$ cat src/hw/rtl/cdg_pkg.sv
// Shared types and constants of the central-difference gradient unit.
package cdg_pkg;

  localparam int unsigned CFG_IDX_W   = 2;
  localparam int unsigned CFG_DATA_W  = 16;
  localparam int unsigned IMG_W_W     = 12;
  localparam int unsigned IMG_H_W     = 13;
  localparam int unsigned SCALE_W     = 16;
  localparam int unsigned IN_PIX_W    = 16;
  localparam int unsigned MAG_W       = 21;
  localparam int unsigned DIR_W       = 16;
  localparam int unsigned DIRQ_W      = 15;
  localparam int unsigned IN_ROW_W    = 13;
  localparam int unsigned OUT_ROW_W   = 12;
  localparam int unsigned MAX_HEIGHT  = 4096;
  localparam int unsigned WIDE_W      = 32;
  localparam int unsigned NORM_W      = 16;
  localparam int unsigned SUMSQ_W     = 33;

  typedef enum logic [CFG_IDX_W-1:0] {
    REG_WIDTH   = 2'd0,
    REG_HEIGHT  = 2'd1,
    REG_SCALE_X = 2'd2,
    REG_SCALE_Y = 2'd3
  } cfg_reg_e;

  // per-item control handed from the front end to the back end
  typedef struct packed {
    logic do_emit;
    logic do_write;
    logic has_left;
    logic has_right;
    logic has_above;
    logic use_pix;
    logic fend;
  } op_flags_t;

endpackage

$ cat src/hw/rtl/cdg_front.sv
// Front end: raster position tracking and per-beat classification.
module cdg_front #(
  parameter int unsigned MAX_WIDTH  = 2048,
  parameter int unsigned PIXEL_BITS = 16
) (
  input  logic                         clk_i,
  input  logic                         rst_ni,
  input  logic [cdg_pkg::IMG_W_W-1:0]  image_width_i,
  input  logic [cdg_pkg::IMG_H_W-1:0]  image_height_i,
  input  logic                         in_valid_i,
  output logic                         in_ready_o,
  input  logic                         command_i,
  input  logic [cdg_pkg::IN_PIX_W-1:0] pixel_value_i,
  output logic                         push_o,
  input  logic                         full_i,
  output cdg_pkg::op_flags_t           flags_o,
  output logic                         out_slot_o,
  output logic [$clog2(MAX_WIDTH)-1:0] out_col_o,
  output logic                         wr_slot_o,
  output logic [$clog2(MAX_WIDTH)-1:0] wr_col_o,
  output logic [PIXEL_BITS-1:0]        pix_o
);
  import cdg_pkg::*;

  localparam int unsigned CW    = $clog2(MAX_WIDTH);
  localparam int unsigned WW    = $clog2(MAX_WIDTH + 1);
  localparam int unsigned CMP_W = (WW > IMG_W_W) ? WW : IMG_W_W;

  logic [CW-1:0]        in_col_q, in_col_d, out_col_q, out_col_d;
  logic [IN_ROW_W-1:0]  in_row_q, in_row_d;
  logic [OUT_ROW_W-1:0] out_row_q, out_row_d;
  logic [WW-1:0]        eff_w;
  logic [IMG_H_W-1:0]   eff_h;
  logic                 accept, all_in, out_last_col, out_last_row, fend;
  logic [CW:0]          in_col_inc, out_col_inc;
  logic [IMG_H_W-1:0]   out_row_inc;

  always_comb begin
    if (image_width_i == '0) begin
      eff_w = WW'(1);
    end else if (CMP_W'(image_width_i) > CMP_W'(MAX_WIDTH)) begin
      eff_w = WW'(MAX_WIDTH);
    end else begin
      eff_w = WW'(image_width_i);
    end
    if (image_height_i == '0) begin
      eff_h = IMG_H_W'(1);
    end else if (image_height_i > IMG_H_W'(MAX_HEIGHT)) begin
      eff_h = IMG_H_W'(MAX_HEIGHT);
    end else begin
      eff_h = image_height_i;
    end
  end

  assign in_ready_o   = !full_i;
  assign accept       = in_valid_i && in_ready_o;
  assign all_in       = (in_row_q >= eff_h);
  assign in_col_inc   = {1'b0, in_col_q} + 1'b1;
  assign out_col_inc  = {1'b0, out_col_q} + 1'b1;
  assign out_row_inc  = {1'b0, out_row_q} + 1'b1;
  assign out_last_col = (out_col_inc >= (CW+1)'(eff_w));
  assign out_last_row = (out_row_inc >= eff_h);
  assign fend         = all_in && out_last_row && out_last_col;

  always_comb begin
    flags_o           = '0;
    flags_o.has_left  = (out_col_q != '0);
    flags_o.has_right = !out_last_col;
    flags_o.has_above = (out_row_q != '0);
    flags_o.fend      = fend;
    flags_o.do_emit   = all_in || (!command_i && (in_row_q != '0));
    flags_o.do_write  = !all_in && !command_i;
    flags_o.use_pix   = !all_in && !out_last_row;
  end

  assign push_o     = accept && (all_in || !command_i);
  assign out_slot_o = out_row_q[0];
  assign out_col_o  = out_col_q;
  assign wr_slot_o  = in_row_q[0];
  assign wr_col_o   = in_col_q;
  assign pix_o      = pixel_value_i[PIXEL_BITS-1:0];

  always_comb begin
    in_col_d  = in_col_q;
    in_row_d  = in_row_q;
    out_col_d = out_col_q;
    out_row_d = out_row_q;
    if (accept) begin
      if (fend) begin
        in_col_d  = '0;
        in_row_d  = '0;
        out_col_d = '0;
        out_row_d = '0;
      end else if (flags_o.do_emit) begin
        if (out_last_col) begin
          out_col_d = '0;
          out_row_d = out_row_q + 1'b1;
        end else begin
          out_col_d = out_col_inc[CW-1:0];
        end
      end
      if (flags_o.do_write) begin
        if (in_col_inc >= (CW+1)'(eff_w)) begin
          in_col_d = '0;
          in_row_d = in_row_q + 1'b1;
        end else begin
          in_col_d = in_col_inc[CW-1:0];
        end
      end
    end
  end

  always_ff @(posedge clk_i or negedge rst_ni) begin
    if (!rst_ni) begin
      in_col_q  <= '0;
      in_row_q  <= '0;
      out_col_q <= '0;
      out_row_q <= '0;
    end else begin
      in_col_q  <= in_col_d;
      in_row_q  <= in_row_d;
      out_col_q <= out_col_d;
      out_row_q <= out_row_d;
    end
  end

endmodule

$ cat config.mk
export PLATFORM = sky130hd
export DESIGN_NAME = cdg_front
export DESIGN_NICKNAME = d
export VERILOG_FILES = /design/src/hw/rtl/cdg_pkg.sv /design/src/hw/rtl/cdg_front.sv
export SDC_FILE = /design/constraint.sdc
export NUM_CORES = 1
export LEC_CHECK = 0
export BUFFER_PORTS_ARGS = -buffer_cell sky130_fd_sc_hd__buf_2
export CORE_MARGIN = 2
export CORE_UTILIZATION = 60
export CTS_CLUSTER_DIAMETER = 120
export CTS_CLUSTER_SIZE = 14
export DETAILED_ROUTE_END_ITERATION = 12
export GPL_TIMING_DRIVEN = 0
export HOLD_SLACK_MARGIN = 0.08
export PLACE_DENSITY_LB_ADDON = 0.25
export SYNTH_ARGS = -nofsm -noshare
export SYNTH_HDL_FRONTEND = slang
export SYNTH_SLANG_ARGS = --single-unit
$ cat constraint.sdc
create_clock -name clk_i -period 5.5 [get_ports clk_i]
set_input_delay 0 -clock clk_i [delete_from_list [all_inputs] [get_ports clk_i]]
set_output_delay 0 -clock clk_i [all_outputs]
set_load 0.05 [all_outputs]
# After elaboration in Yosys (flattened, before gate mapping)
# Index checks and enable logic that the tools add are counted.
# W data, S select, Z words.
[word_totals]
reg_bits = 47
inputBits = 46
output_inout_bits = 49
elab_cells = 56
[op_classes]
addsub = 5
n_lt_le_gt_ge = 6
mux = 16
reduce_logical = 25
[op_table]
columns = ["cell", "n"]
rows = [
  ["$mux W11", 6],
  ["$mux W13", 5],
  ["$mux W12", 5],
  ["$ge A13 B13 Y1", 2],
  ["$add A11 B1 Y12 const B", 2],
  ["$ge A12 B12 Y1", 2],
  ["$add A12 B1 Y13 const B", 1],
  ["$add A13 B1 Y13 const B", 1],
  ["$gt A13 B13 Y1 const B", 1],
  ["$logic_not A13 Y1", 1],
  ["$reduce_bool A13 Y1", 1],
  ["$add A12 B1 Y12 const B", 1],
  ["$gt A12 B12 Y1 const B", 1],
  ["$logic_not A12 Y1", 1],
  ["$reduce_bool A12 Y1", 1],
  ["$reduce_bool A11 Y1", 1],
  ["$logic_and A1 B1 Y1", 7],
  ["$reduce_bool A2 Y1", 3],
  ["$logic_not A1 Y1", 5],
  ["$reduce_and A2 Y1", 2],
  ["$reduce_and A3 Y1", 1],
  ["$logic_or A1 B1 Y1", 2],
]

# Logic depth before layout (Yosys ltp)
[depth]
depth_word = 9
ltp_mapped = 16
depth_no_buf = 15

# Worst setup path before layout
# OpenSTA, ideal clock, no wires.
[synth_path]
path_type = "reg-to-reg"
from = "reg out_col_q[2], in the netlist out_col_o[2]"
to = "reg out_col_q[9], in the netlist out_col_o[9]"
setup_time_ns = 0.111
arrival_time_ns = 3.552
t_required_ns = 5.389
slack_ns = 1.838
path_stages_with_launch = 14
n_path_buf = 0
synth_period_minus_slack_ns = 3.662
path_cell_list = "dfrtp_1 > and3_1 > and3_1 > nand3_1 > nor2_1 > xor2_1 > ha_1 > a21o_1 > a21o_1 > a21oi_1 > o21ai_1 > inv_1 > nand3_1 > o41ai_1"
[synth_between]
elab_chain_cells = 5
elab_cells_between_ends = 8
classes_between = "add/sub (1); order compare (1); mux (3); reduce/logical (3)"
[synth_rtl]
columns = ["element", "line", "rtl"]
rows = [
  ["from (decl)", "cdg_front.sv:29", "logic [CW-1:0] in_col_q, in_col_d, out_col_q, out_col_d;"],
  ["from (signal assigned)", "cdg_front.sv:122", "out_col_q <= out_col_d;"],
  ["$add A11 B1 Y12 (*)", "cdg_front.sv:59", "assign out_col_inc = {1'b0, out_col_q} + 1'b1;"],
  ["$ge A12 B12 Y1", "cdg_front.sv:61", "assign out_last_col = (out_col_inc >= (CW+1)'(eff_w));"],
  ["$mux W11 / $logic_and A1 B1 Y1 (equally long branches)", "cdg_front.sv:95, cdg_front.sv:63", ""],
  ["$mux W11 / $reduce_bool A2 Y1 (equally long branches)", "--", ""],
  ["$mux W11 / $reduce_and A2 Y1 (equally long branches)", "--", ""],
]
# Mark *: on every way between the ends. The rest lies on a longest branch, timed or not. The select of a mux whose other input is x is not followed.
# A chain may end at the register's enable or synchronous reset.

# Worst setup path after layout
[layout_path]
from = "reg out_row_q[0]"
to = "reg in_col_q[3], in the netlist wr_col_o[3]"
[layout_between]
elab_chain_cells = 6
[layout_rtl]
columns = ["element", "line", "rtl"]
rows = [
  ["from (decl)", "cdg_front.sv:31", "logic [OUT_ROW_W-1:0] out_row_q, out_row_d;"],
  ["from (signal assigned)", "cdg_front.sv:123", "out_row_q <= out_row_d;"],
  ["$add A12 B1 Y13", "cdg_front.sv:60", "assign out_row_inc = {1'b0, out_row_q} + 1'b1;"],
  ["$ge A13 B13 Y1", "cdg_front.sv:62", "assign out_last_row = (out_row_inc >= eff_h);"],
  ["$logic_and A1 B1 Y1 (2 in a row)", "cdg_front.sv:63", "assign fend = all_in && out_last_row && out_last_col;"],
  ["via fend", "cdg_front.sv:34", "logic accept, all_in, out_last_col, out_last_row, fend;"],
  ["$reduce_bool A2 Y1 (no source line)", "--", ""],
  ["$reduce_and A2 Y1 (no source line)", "--", ""],
  ["to (signal assigned)", "cdg_front.sv:120", "in_col_q <= in_col_d;"],
  ["to (decl)", "cdg_front.sv:29", ""],
]
# The timed path passes the listed nets, and every way through them passes these cells.

==> summary.txt <==
Flow run
  – Maxcap violations: 0

STA
  – Clock skew: between 5 and 6 ps
  – Slew headroom: 0.2969
  – Final setup violation count: 0
  – Final hold violation count: 0
  – Pins over their slew limit: 0
  – Peak Freq: around 250 MHz
  – Fin worst setup slack: approximately 1400 ps
  – Post-layout min period: between 4000 and 5000 ps
  – Smallest hold slack: 120.5 ps
  – RSZ-0062 raised after global routing: false
  – Post-route setup TNS: 0 ps
  – Worst slew pin tran: about 1100 ps
  – Period utilisation layout: 0.7405

Synthesis
  – Netlist cell types: 45
  – FF+latch count, synth: 47
  – Synth Instances: roughly 500
  – Yosys Warn Count: 0
  – Post-synth net total: approximately 600
  – Sequential area share after synthesis: 0.2789
  – Syn Area/Cell: around 8.5 sq um
  – Mapped cell area: between 0.004 and 0.005 sq mm

Worst setup path
  – Critical Path End Type: flip-flop
  – R2r startpoint: out_row_q[0]
  – FF-to-FF End: wr_col_o[3]
  – Worst R2R Path Depth: 15
  – Crit-path slowest cell: a2111oi_0
  – Critical path arrival: 4240 ps
  – CP peak stage delay: ~530 ps
  – Largest fanout on the critical path: 10
  – CP Launch Type: flip-flop
  – Most frequent cell on the critical path: and3_1
  – CP Buf/Inv Count: 1
  – Crit-path leading delay family: simple AND/OR/NAND/NOR gates
  – CP cell instances: and3_1 > nand3_1 > nor2_1 > and3_1 > nand3_1 > xor2_1 > inv_1 > ha_1 > a211oi_1 > nand2_1 > a2111oi_0 > nor3_1 > and3_1 > o21ai_2 > o21ai_0
  – Reg2Reg Setup Slack: 1430 ps
  – CP required: approximately 5700 ps
  – Critical path type: reg2reg

Floorplan
  – Die area: between 0.007 and 0.008 sq mm
  – Core area: between 0.006 and 0.007 sq mm
  – Die H: 87.83 um
  – Initial Util: 0.6206
  – I/O pin count: 95
  – Die extent in x: about 90 um
  – Row count: 30

Final layout
  – Final Net Count: just under 700
  – Antenna Cells: 0
  – Layout area overhead: 15.49%
  – Layout cells sized above 1: 0.2058
  – Most common cell after layout, fill and taps aside: buf_2
  – Most frequent cells in the layout: 83 x buf_2, 58 x nand2_1, 57 x ha_1, 47 x dfrtp_1, 36 x nor2_1

GRT
  – Largest net degree at the start of global routing: between 40 and 50
  – Vias in the first global route: 3741
  – Gr usage total: 0.2746
  – First-pass GRT wire length: around 17 mm
  – Antenna violations before repair: 0
  – Grt total ovfl: 0

Worst hold path
  – Hold path cells: 4
  – Hold Path End: wr_col_o[2]
  – Tightest Hold Check Type: in2reg
  – Hold_sp: in_valid_i

Drt
  – Drc violations: 0
  – Via count: ~4000
  – Post-route ant nets: 0
  – Via density per instance: between 5 and 6
  – First drt pass iteration count: 5
  – Drt total wl: 10.42 mm
  – Routed WL per cell: 15.35 um
  – DRT iter0 DRCs: 142

Clocking
  – Clk root buf: clkbuf_8
  – CTS tree: yes
  – Sink Count: 47
  – Post-CTS Resized: 0
  – Cts bufs inserted: 5
  – CTS H-Tree Depth: 2
  – CTS clock-pin slew for the worst setup and hold paths: 90 ps
  – Clk Latency, worst-skew pair: roughly 300 ps
  – Clock tree buffer depth: 2

Power and ir drop
  – Leak: approximately 2.6 nW
  – Worst VDD drop: approximately 0.00026 V
  – P per Cell Area: 235.0 mW/mm^2

Run status
  – Status: finished clean

Placed design
  – IO Port Bufs: 78
  – Post-DP HPWL: approximately 8 mm
  – Pre-CTS setup slack: between 1500 and 2000 ps
  – Gp weighted congestion: ~0.91
## kinds of logic after synthesis
logic type | synth area share
multiplexers | 0.008011
adder cells (fa/ha/maj) | 0.1691
AO/OA/AOI/OAI | 0.1804
flip-flops | 0.2789
buffers and inverters | 0.06291
AND/OR/NAND/NOR | 0.2424
XOR/XNOR | 0.05816
## flip-flops by register name (all words and copies together) (netlist names)
signal     cells
out_row_q     12
out_col_o     11
in_row_q      13
wr_col_o      11
## report_power, final
part / internal [mW] / total [mW] / switching [mW]
sequential: 0.369 / 0.412 / 0.0429
clock: 0.182 / 0.301 / 0.119
combinational: 0.145 / 0.432 / 0.286
## synthesized netlist by cell type (all sizes together)
cell type | n | area (sq um)
a2111oi | 1 | 8.760
a211oi | 6 | 57.56
a21o | 7 | 52.55
a21oi | 15 | 82.58
a221o | 16 | 160.2
a22o | 7 | 61.31
a31oi | 7 | 43.79
a41o | 1 | 10.01
and2 | 1 | 6.260
and3 | 27 | 168.9
and3b | 3 | 26.28
buf | 24 | 171.4
clkbuf | 6 | 22.52
dfrtp | 47 | 1176
ha | 57 | 713.2
inv | 19 | 71.32
mux2 | 3 | 33.78
nand2 | 58 | 217.7
nand2b | 11 | 68.82
nand3 | 29 | 145.1
nand4 | 4 | 25.02
nor2 | 36 | 135.1
nor2b | 10 | 62.56
nor3 | 10 | 50.05
nor3b | 1 | 7.510
nor4 | 9 | 56.30
nor4b | 3 | 26.28
o211a | 1 | 10.01
o211ai | 1 | 7.510
o21a | 2 | 15.01
o21ai | 31 | 158.9
o21bai | 3 | 22.52
o31ai | 6 | 45.04
o32ai | 1 | 16.27
o41ai | 1 | 8.760
or2 | 3 | 18.77
or4 | 1 | 7.510
xnor2 | 17 | 148.9
xor2 | 11 | 96.34
## layer usage
layer	track usage	part of all wire	vias to the layer above
met5	0	0	-
met4	0.08112	0.018	0
met3	0.04241	0.060	20
met2	0.4490	0.48	152
met1	0.3768	0.44	1893
li1	-	-	1967
## final cells by class
cell class	instances	area [sq um]
Buffer	30	193.9
Clock buffer	6	72.57
Clock inverter	2	60.06
Fill cell	539	1924
Inverter	19	71.32
Multi-Input combinational cell	400	2775
Sequential cell	47	1176
Tap cell	96	120.1
Timing Repair Buffer	79	400.4
## worst max-delay path by stage
| stage | cells past startpoint | endpoint | startpoint |
|---|---|---|---|
| after floorplan | 13 | out_col_o[9] | out_col_o[2] |
| after global placement | 15 | wr_col_o[3] | out_row_q[0] |
| after detailed placement | 15 | wr_col_o[3] | out_row_q[0] |
| after CTS | 15 | wr_col_o[3] | out_row_q[0] |
| after global routing | 15 | wr_col_o[3] | out_row_q[0] |
| final | 15 | wr_col_o[3] | out_row_q[0] |
## metrics by stage
step	total power [mW]	cells	cell area, sq um	util
final	1.145	679	4870	0.7168
after CTS	1.152	679	4870	0.7168
after global placement	0.8273	670	4727	0.6958
after floorplan	0.7270	496	4217	-
after global routing	1.214	679	4870	0.7168
after detailed placement	0.8463	670	4727	0.6958
## worst reg2reg max path, stage by stage (launching register included)
cell and delay, ps:
dfrtp_1 450, and3_1 180, nand3_1 130, nor2_1 230
and3_1 280, nand3_1 110, xor2_1 200, inv_1 70
ha_1 310, a211oi_1 290, nand2_1 120, a2111oi_0 530
nor3_1 190, and3_1 280, o21ai_2 400, o21ai_0 170
## timing repair
action,in CTS,in global routing
setup buffers,0,0
endpoints found under the setup margin,0,0
hold endpoints to repair,47,0
hold buffers,1,0
(Power assumes the default switching activity.)
