**config.mk**
```make
export PLATFORM = sky130hd
export DESIGN_NAME = cdg_queue
export DESIGN_NICKNAME = d
export VERILOG_FILES = /design/src/hw/rtl/cdg_queue.sv
export SDC_FILE = /design/constraint.sdc
export NUM_CORES = 1
export LEC_CHECK = 0
export ABC_AREA = 1
export BUFFER_PORTS_ARGS = -buffer_cell sky130_fd_sc_hd__buf_4
export CAP_MARGIN = 0
export CORE_UTILIZATION = 55
export CTS_CLUSTER_DIAMETER = 60
export DETAILED_ROUTE_END_ITERATION = 7
export GPL_TIMING_DRIVEN = 0
export PLACE_DENSITY = 0.76
export RECOVER_POWER = 50
export SETUP_SLACK_MARGIN = 0.3
export SLEW_MARGIN = 40
export SYNTH_ARGS = -nofsm -noshare
export SYNTH_HDL_FRONTEND = slang
export SYNTH_SLANG_ARGS = --single-unit
```
**constraint.sdc**
```tcl
create_clock -name clk_i -period 3.4 [get_ports clk_i]
set_input_delay 0.34 -clock clk_i [delete_from_list [all_inputs] [get_ports clk_i]]
set_output_delay 0.34 -clock clk_i [all_outputs]
set_load 0.05 [all_outputs]
```
**src/hw/rtl/cdg_queue.sv**
```systemverilog
// Small FIFO between the front end and the back end.
module cdg_queue #(
  parameter int unsigned DW    = 8,
  parameter int unsigned DEPTH = 4
) (
  input  logic          clk_i,
  input  logic          rst_ni,
  input  logic          push_i,
  input  logic [DW-1:0] push_data_i,
  output logic          full_o,
  input  logic          pop_i,
  output logic          valid_o,
  output logic [DW-1:0] head_o
);
  localparam int unsigned PW = (DEPTH > 1) ? $clog2(DEPTH) : 1;
  localparam int unsigned CW = $clog2(DEPTH + 1);

  logic [DW-1:0] mem_q [DEPTH];
  logic [PW-1:0] wr_ptr_q, wr_ptr_d, rd_ptr_q, rd_ptr_d;
  logic [CW-1:0] cnt_q, cnt_d;
  logic          do_push, do_pop;

  assign full_o  = (cnt_q == CW'(DEPTH));
  assign valid_o = (cnt_q != '0);
  assign head_o  = mem_q[rd_ptr_q];
  assign do_push = push_i && !full_o;
  assign do_pop  = pop_i && valid_o;

  always_comb begin
    wr_ptr_d = wr_ptr_q;
    rd_ptr_d = rd_ptr_q;
    cnt_d    = cnt_q;
    if (do_push) begin
      wr_ptr_d = (wr_ptr_q == PW'(DEPTH - 1)) ? '0 : wr_ptr_q + 1'b1;
    end
    if (do_pop) begin
      rd_ptr_d = (rd_ptr_q == PW'(DEPTH - 1)) ? '0 : rd_ptr_q + 1'b1;
    end
    if (do_push && !do_pop) begin
      cnt_d = cnt_q + 1'b1;
    end else if (do_pop && !do_push) begin
      cnt_d = cnt_q - 1'b1;
    end
  end

  always_ff @(posedge clk_i or negedge rst_ni) begin
    if (!rst_ni) begin
      wr_ptr_q <= '0;
      rd_ptr_q <= '0;
      cnt_q    <= '0;
    end else begin
      wr_ptr_q <= wr_ptr_d;
      rd_ptr_q <= rd_ptr_d;
      cnt_q    <= cnt_d;
    end
  end

  always_ff @(posedge clk_i) begin
    if (do_push) begin
      mem_q[wr_ptr_q] <= push_data_i;
    end
  end

endmodule

```
* Word level (Yosys, flattened, before mapping)
Memory sizes are Yosys's and may differ from the RTL's.
Cells that the tools add are included.
** Word-level totals
- Memories :: 1
- Flip-flop bits (word level) :: 7
- Word-level logic and storage cells :: 26
- Latch bits :: 0
- Output and inout port bits :: 10
- Bits in read-only memories :: 0
- Bits in writable memories :: 32
- Bits of input ports :: 12
** Cells by class
- Reduce and logical (&&, ||, !) cells :: 9
- Magnitude comparators :: 0
- Multiply operators :: 0
- Add/sub/neg operators :: 4
- Div/mod/pow operators :: 0
- Shifts and indexed selects :: 0
- Bitwise logic cells :: 0
- Muxes and demuxes :: 6
- Equal/unequal tests :: 3
** Memory list
- mem_q :: depth 4, bits a word 8, rd ports 1, clocked after memory_dff 0, wr ports 1, RTL line 18 : logic [DW-1:0] mem_q [DEPTH];
** Operator list (count)
- $mux W3 :: 2
- $add A2 B1 Y2 const B :: 2
- $eq A2 B2 Y1 const B :: 2
- $logic_and A1 B1 Y1 :: 4
- $mux W2 :: 2
- $add A3 B1 Y3 const B :: 1
- $eq A3 B3 Y1 const B :: 1
- $logic_not A1 Y1 :: 3
- $reduce_bool A3 Y1 :: 1
- $sub A3 B1 Y3 const B :: 1
- $mux W1 :: 2
- $reduce_bool A2 Y1 :: 1

* Logic depth before layout (Yosys ltp)
Gate-level depths: netlist of run 1.
- Depth after elaboration :: 7
- Mapped depth :: 12
- Gate-level depth less buffers :: 12

* Least setup slack after synthesis of run 1
OpenSTA, ideal clock, no wires.
- Kind :: register to register
- Start point :: register cnt_q[0]
- End point :: register cnt_q[2]
- Data required time :: 3283 ps
- Path slack :: 1504 ps
- Stages on the path, launching flop included :: 11
- Data arrival time :: 1779 ps
- Clock period less this slack :: 1896 ps
- Path buffers :: 0
- Path through :: dfrtp_1 > inv_2 > nand3_2 > nand2_1 > ha_1 > inv_1 > fa_1 > nand2_1 > nand3_1 > nand2_1 > nand2_1
** Between the ends
- Elaborated cells between the ends (all ways) :: 14
- Those cells by class :: add/sub: 2; eq/ne: 1; mux: 2; reduce/logical: 9
** RTL lines
- start, declared :: RTL line 20 : logic [CW-1:0] cnt_q, cnt_d;
- start signal, assigned :: RTL line 54 : cnt_q <= cnt_d;
- $reduce_bool A3 Y1 (*) :: RTL line 24 : assign valid_o = (cnt_q != '0);
- named net valid_o :: RTL line 12 : output logic valid_o,
- $logic_and A1 B1 Y1 (*) :: RTL line 27 : assign do_pop = pop_i && valid_o;
- $logic_not A1 Y1 :: RTL line 39 : if (do_push && !do_pop) begin
- $logic_and A1 B1 Y1 :: RTL line 39
- $mux W3 / $reduce_bool A2 Y1 (equally long branches)
Mark *: on every way through the listed nets, which the timed path passes. The rest lies on a longest branch. The select of a mux whose other input is x is not followed.
A chain may end at the register's enable or synchronous reset.

* Worst setup path in the final report of run 1
- Start point :: register cnt_q[0]
- End point :: register cnt_q[2]
** Between the ends
- Word-level cells in the longest chain between the ends :: 6
- Elaborated cells between the ends (all ways) :: 14
- Those cells by class :: add/sub: 2; eq/ne: 1; mux: 2; reduce/logical: 9
** RTL lines
- $eq A3 B3 Y1 (*) :: RTL line 23 : assign full_o = (cnt_q == CW'(DEPTH));
- $logic_not A1 Y1 (*) :: RTL line 26 : assign do_push = push_i && !full_o;
- $logic_and A1 B1 Y1 (*) :: RTL line 26
- named net do_push :: RTL line 21 : logic do_push, do_pop;
- $logic_not A1 Y1 :: RTL line 41 : end else if (do_pop && !do_push) begin
- $logic_and A1 B1 Y1 :: RTL line 41
- $reduce_bool A2 Y1 (no source line)
Marks and branches as above.

==> results of run 1 <==
worst paths after layout:
kind / startpoint / end / slack [ns] / depth (start not counted)
setup / recovery: cnt_q[0] / cnt_q[2] / 1.48 / 11
max in group asynchronous: rst_ni / cnt_q[0] / 2.69 / 2
min in group asynchronous: rst_ni / cnt_q[1] / 0.42 / 2
setup reg to reg: cnt_q[0] / cnt_q[2] / 1.48 / 11
hold / removal: pop_i / rd_ptr_q[0] / 0.24 / 3
hold reg to reg: cnt_q[2] / cnt_q[2] / 0.54 / 2
state kept, by name, indices dropped and copies added, names as in the netlist:
register	flops
wr_ptr_q	2
cnt_q	3
mem_q	32
rd_ptr_q	2
synth_stat cells:
library cell / instances
nand4_1: 1
nor2_1: 6
buf_6: 4
buf_2: 1
o21ai_0: 1
xnor2_1: 1
nand2_2: 1
ha_1: 6
edfxtp_1: 32
inv_1: 26
inv_2: 5
o211ai_1: 16
nand3_2: 2
nand3_1: 5
fa_1: 1
nand2_1: 38
dfrtp_1: 7
critical path, stage by stage, from the launching register on:
cell	delay [ns]
dfrtp_1	0.42
inv_1	0.08
nand3_1	0.15
nand2_1	0.20
inv_2	0.09
ha_1	0.15
inv_1	0.06
fa_1	0.38
nand2_1	0.11
nand3_1	0.08
nand2_1	0.06
nand2_1	0.04
cell families after synthesis:
kind of cell / share of synthesized area
DFF: 0.648
adders and majority gates: 0.0542
and+or+nand+nor: 0.127
AOI/OAI and AO/OA: 0.0713
xor gates and xnor gates: 0.00499
buffers and inverters: 0.0949
metal layers:
layer	wire length [µm]	share of wire	track usage
met5	0	0	0
met4	44	0.014	0.0884
met3	126	0.040	0.0484
met2	1660	0.53	0.360
met1	1290	0.41	0.265
per-stage QoR:
step	total power [mW]	cell area [µm²]	hold slack (ns)	std cells	util
6_report	1.98	2000	0.238	226	0.662
5_1_grt	2.11	2000	0.251	226	0.662
4_1_cts	2.01	2050	0.187	226	0.676
3_5_place_dp	1.72	1970	0.160	218	0.650
3_3_place_gp	1.68	1970	0.155	218	0.650
2_1_floorplan	1.44	1750	0.0444	153	-
cell type report:
cell class,count,area (µm²),area share
multi-input cells,78,442,0.220
flip-flops and latches,39,1140,0.567
well taps,44,55.1,0.0275
repair buffers,22,134,0.0668
clock inverters,1,30.0,0.0150
inverters,31,116,0.0581
plain buffers,5,50.0,0.0250
clock buffers,6,41.3,0.0206
cells in the final DEF (no fill, tap or decap), types with 3 or more instances in the layout:
cell       n
nand2_1   39
edfxtp_1  32
inv_1     28
o211ai_1  16
buf_4     12
clkbuf_1  10
nand3_1    7
dfrtp_1    7
ha_1       6
nor2_1     5
clkbuf_4   5
buf_6      4
inv_2      3
power by group through the flow:
| stage | clock network, mW | logic (mW) | registers (mW) |
|---|---|---|---|
| floorplan | 0 | 0.738 | 0.698 |
| global placement | 0 | 0.972 | 0.705 |
| detailed placement | 0 | 1.01 | 0.712 |
| CTS | 0.298 | 1.01 | 0.702 |
| global route | 0.320 | 1.08 | 0.711 |
| finish | 0.293 | 0.993 | 0.698 |
==> run metrics, run 1 <==
status=finished, final reports clean; CP max FO=7; Sw Ratio=0.442; antenna violations before repair=0; ranking of synthesized cells by area=edfxtp_1, dfrtp_1, nand2_1; CTS root buffer=clkbuf_4; router iterations before antenna repair=4; Worst-path clk slew=0.11 ns; cell accounting for the most synthesized area=edfxtp_1; leakage=0.872 nW; Critical Path RT=3.65 ns; Least-Margin Pin Slew=0.797 ns; syn_nets=172; IO buf count=21; post_cts resized=0; Layout area overhead=14.3%; CTS Hold Bufs=1; Syn Inst Count=153; setup violators final=0; area of the core=3030 µm²; Psw=877 µW; share of cells above drive strength 1=0.148; DR vias=1130; largest net degree at the start of global routing=12; Slew Limit Fails=0; Place WS=1.61 ns; number of diodes=0; total CTS buffers=5; TNS Setup=0 ns; Clk network pwr share=0.148; Fmax=521 MHz; DIE AREA=3420 µm²; CP Launch Type=flip-flop; Total Routed Length=3.13 mm; Placer Congestion=0.774; DRC Markers=0; kind of end point of the critical path=flip-flop; # IOs=22; Slew headroom=0.466; Distinct cells, synth=17; CP Data Arrival Time=2.17 ns; Die W=58.5 µm; Yosys reg bits=39; Seq/Total Area, Yosys=0.648; critical path type=reg2reg; first-pass GRT wire length=5.10 mm; post-DR wirelength/cell=13.8 µm; drt via density=5.00; Final Cycle Share=0.565; Max Cap Violations=0; Detail Placement HPWL=2.19 mm; endpoints failing hold=0; CTS max path bufs=2; setup ws final=1.48 ns; # rows=20; number of global-route vias before repair=1101; min Tclk post-route=1.92 ns; drt initial violations=61; synthesized area per cell=11.5 µm²; final net count=201; grt ovf=0; Routed Antenna Nets=0; CTS tree=built; Setup Skew=0.00931 ns; PwrDens=990 nW/µm²; Layout fillers=247; share of the synthesized area in the top cell type=0.548; hold crit path type=in2reg; Worst-Skew Late Latency=0.34 ns; H-tree Lvls=2; Yosys warnings=0; Initial Util=0.579; Pint=1.11 mW; post-CTS setup buffer count=0; Peak VDD IR=502 µV; Post-Syn Area=1750 µm²; Tot GR Track Use=0.212; Sequential Power Share=0.352; die height=58.5 µm; # clock sinks=39; combinational power share=0.500; RSZ-0062 raised after global routing=false
Power figures use the tool's default switching activity.
==> inputs of run 2 (changes only) <==
--- a/config.mk
+++ b/config.mk
@@ -5,14 +5,14 @@
 export SDC_FILE = /design/constraint.sdc
 export NUM_CORES = 1
 export LEC_CHECK = 0
-export ABC_AREA = 1
+export ABC_AREA = 0
 export BUFFER_PORTS_ARGS = -buffer_cell sky130_fd_sc_hd__buf_4
 export CAP_MARGIN = 0
-export CORE_UTILIZATION = 55
+export CORE_UTILIZATION = 50
 export CTS_CLUSTER_DIAMETER = 60
 export DETAILED_ROUTE_END_ITERATION = 7
 export GPL_TIMING_DRIVEN = 0
-export PLACE_DENSITY = 0.76
+export PLACE_DENSITY = 0.74
 export RECOVER_POWER = 50
 export SETUP_SLACK_MARGIN = 0.3
 export SLEW_MARGIN = 40
==> constraint.sdc (replaced) <==
create_clock -name clk_i -period 1.56 [get_ports clk_i]
set_input_delay 0.156 -clock clk_i [delete_from_list [all_inputs] [get_ports clk_i]]
set_output_delay 0.156 -clock clk_i [all_outputs]
set_load 0.05 [all_outputs]
==> run 2 against run 1 <==
Against the previous run:
- the flow now finishes with violations (negative setup slack)
- hold slack improved by 0.0019 ns
- die area rose by 2.2%
- combinational power grew to 2.8 times the previous value
- cell count is 19% lower
- via count decreased by 20%
- clock-buffer cell count decreased by 1
- clock power increased by 130%
- critical endpoint is now cnt_q[1]
==> run metrics, run 2 <==
status=finished with violations; failing checks=negative setup slack; final net count=156 (-22%); Place WS=-0.457 ns (-2.06 ns); min Tclk post-route=1.97 ns (+0.0450 ns); setup violators final=47 (+47); Reg2Reg Capture Point=cnt_q[1]; endpoints failing hold=0 (unchanged); hold crit path type=in2async; DR vias=906 (-20%); GR Util met1=0.257 (-0.00783); Post-Syn Area=1630 µm² (-7.0%); largest stage delay on the critical path=0.43 ns (about the same); number of flip-flops in the largest register=32 (unchanged); cell accounting for the most synthesized area=edfxtp_1; router iterations before antenna repair=4 (unchanged); CP Data Arrival Time=2.21 ns (+0.04 ns); Sw Ratio=0.365 (-0.0767); leakage=0.912 nW (+4.6%); Largest regs=mem_q (32), cnt_q (3); RSZ-0062 raised after global routing=true; Psw=1.81 mW (+110%); CTS max path bufs=2 (unchanged); Placer Congestion=0.763 (-1.3%); largest net degree at the start of global routing=14 (+2); Yosys warnings=0 (unchanged); Worst-path clk slew=0.11 ns (about the same); kind of end point of the critical path=flip-flop; Initial Util=0.530 (-0.0493); antenna violations before repair=0 (unchanged); Tot GR Track Use=0.204 (-0.00893); # clock sinks=39 (unchanged); Clk network pwr share=0.137 (-0.011); Routed Antenna Nets=0 (unchanged); post-DR wirelength/cell=16.9 µm (+22%); # IOs=22 (unchanged); share of the synthesized area in the top cell type=0.589 (+0.0412); number of global-route vias before repair=956 (-13%); share of cells above drive strength 1=0.551 (+0.402); GRT Max-Usage Layer=met2; IO buf count=21 (unchanged); Sequential Power Share=0.310 (-0.042); Setup Skew=0.00730 ns (-0.00201 ns); Total Routed Length=3.07 mm (-1.8%); CP max FO=2 (-5); Post-synth EDFFs=32 (unchanged); worst-path cell chain=buf_6 > nor3b_4 > nor2b_2 > buf_6 > ha_4 > inv_2 > fa_2 > mux2_4; Fmax=509 MHz (-2.3%); most frequent cells in the layout=edfxtp_1, buf_6, buf_4, dlygate4sd3_1, mux4_2; CTS root buffer=clkbuf_4; Distinct cells, synth=19 (+2); # rows=20 (unchanged); drt initial violations=17 (-72%); top cells by count, synth=edfxtp_1, mux4_2, dfrtp_1, ha_1; GR Util met3=0.0677 (+0.0193); Reg with most FFs=mem_q; DIE AREA=3500 µm² (+2.2%); Die W=59.1 µm (+1.1%); combinational power share=0.553 (+0.053); ranking of synthesized cells by area=edfxtp_1, mux4_2, dfrtp_1; Max Cap Violations=0 (unchanged); Yosys reg bits=39 (unchanged); syn_nets=98 (-43%); die height=59.1 µm (+1.1%); most common cell in the netlist=edfxtp_1; Post-synth top flop=edfxtp_1; total CTS buffers=5 (unchanged); area of the core=3080 µm² (+1.7%); synthesized area per cell=20.7 µm² (+80%); Least-Margin Pin Slew=0.413 ns (-0.385 ns); R2R depth=8 (-3); CP Launch Type=flip-flop; CTS tree=built; GRT met2 Usage=0.315 (-0.0447); Critical-path top delay cell=dfrtp_2; setup ws final=-0.406 ns (-1.89 ns); Layout area overhead=41.6%; Pint=3.14 mW (+180%); number of diodes=0 (unchanged); Hold Slack=0.240 ns (+0.00189 ns); grt ovf=0 (unchanged); DRC Markers=0 (unchanged); Syn Inst Count=79 (-48%); Critical Path RT=1.80 ns (-1.85 ns); Final Cycle Share=1.26 (+0.695); H-tree Lvls=2 (unchanged); Slew Limit Fails=0 (unchanged); first-pass GRT wire length=4.80 mm (-5.8%); drt via density=4.98 (-0.44%); Worst-Skew Late Latency=0.35 ns (about the same); commonest non-fill, non-tap cell in the layout=edfxtp_1; Async S/R FF share, synth=0.179 (unchanged); Critical Path Most Common Cell=buf_6; R2R Path Start=cnt_q[1]; Slew headroom=0.725 (+0.258); reg2reg setup slack=-0.41 ns (-1.89 ns); Peak VDD IR=1300 µV (+160%); Seq/Total Area, Yosys=0.696 (+0.0487); Layout fillers=193 (-22%); Post-Route Utilization=0.751 (+0.0888); PwrDens=2140 nW/µm² (+120%); critical path type=reg2reg
==> run 2: cell types whose count changed after synthesis, sizes merged, moves of 4 or more <==
cell	previous run	this run
mux2	0	5
nand3	7	0
mux4	0	8
inv	31	3
and2	0	4
o211ai	16	0
nand2	39	1
==> run 2: final cells by class <==
type | instances | area, µm² | share of cell area
plain buffers | 3 | 31.3 | 0.0135
clock buffers | 5 | 37.5 | 0.0162
clock inverters | 3 | 43.8 | 0.0189
inverters | 3 | 11.3 | 0.00487
multi-input cells | 34 | 495 | 0.214
flip-flops and latches | 39 | 1140 | 0.493
well taps | 44 | 55.1 | 0.0238
repair buffers | 51 | 497 | 0.215
==> run 2: timing repair <==
action                     in CTS  in global routing
setup endpoints to repair      49                 49
gates resized for setup        29                  7
hold buffers                    9                  0
pin swaps                       9                  3
setup buffers                  13                  7
gates cloned                    1                  0
hold endpoints to repair       39                  0
==> run 2: through the flow <==
step / total power, mW / TNS [ns] / instances / cell area [µm²]
final: 4.95 / -12.09 / 182 / 2310
after global routing: 5.20 / -15.29 / 182 / 2310
after CTS: 4.75 / -7.66 / 175 / 2250
after detailed placement: 3.50 / -0.867 / 144 / 1860
after global placement: 3.43 / -0.822 / 144 / 1860
after floorplan: 3.02 / -6.03 / 79 / 1650
==> run 2: power by group through the flow <==
stage               Clock [mW]  Sequential [mW]  Combinational, mW
finish                   0.677             1.54               2.74
global route             0.735             1.56               2.90
CTS                      0.692             1.54               2.51
detailed placement           0             1.58               1.91
global placement             0             1.56               1.87
floorplan                    0             1.55               1.47
==> run 2: logic make-up (layout without fill, tap and decap cells) <==
group	after synthesis	after routing	share of synthesized area
XOR/XNOR	3	3	0.0161
adder cells (fa/ha/maj)	7	7	0.0583
buffers and inverters	6	65	0.0192
flip-flops	39	39	0.696
multiplexers	13	13	0.154
AND/OR/NAND/NOR	11	11	0.0560
==> run 2: metal layers <==
metal,wire [µm],up-vias
met2,1580,21
met4,94,0
met5,0,-
li1,-,417
met3,110,8
met1,1290,460
==> run 2: how the worst max path moves through the flow <==
stage              from  endpoint  slack [ns]  cells past startpoint
2_1_floorplan  cnt_q[1]  cnt_q[1]       -0.61                      7
3_3_place_gp   cnt_q[0]  cnt_q[2]       -0.45                      8
3_5_place_dp   cnt_q[0]  cnt_q[2]       -0.46                      8
4_1_cts        cnt_q[0]  cnt_q[1]       -0.38                      8
5_1_grt        cnt_q[1]  cnt_q[1]       -0.48                      8
6_report       cnt_q[1]  cnt_q[1]       -0.41                      8
==> run 2: critical path: cells and delay by family (launching register included) <==
family | cells | cell delay [ns]
AND/OR/NAND/NOR | 2 | 0.28
adder cells (fa/ha/maj) | 2 | 0.57
buffers and inverters | 3 | 0.29
multiplexers | 1 | 0.28
flip-flops | 1 | 0.43
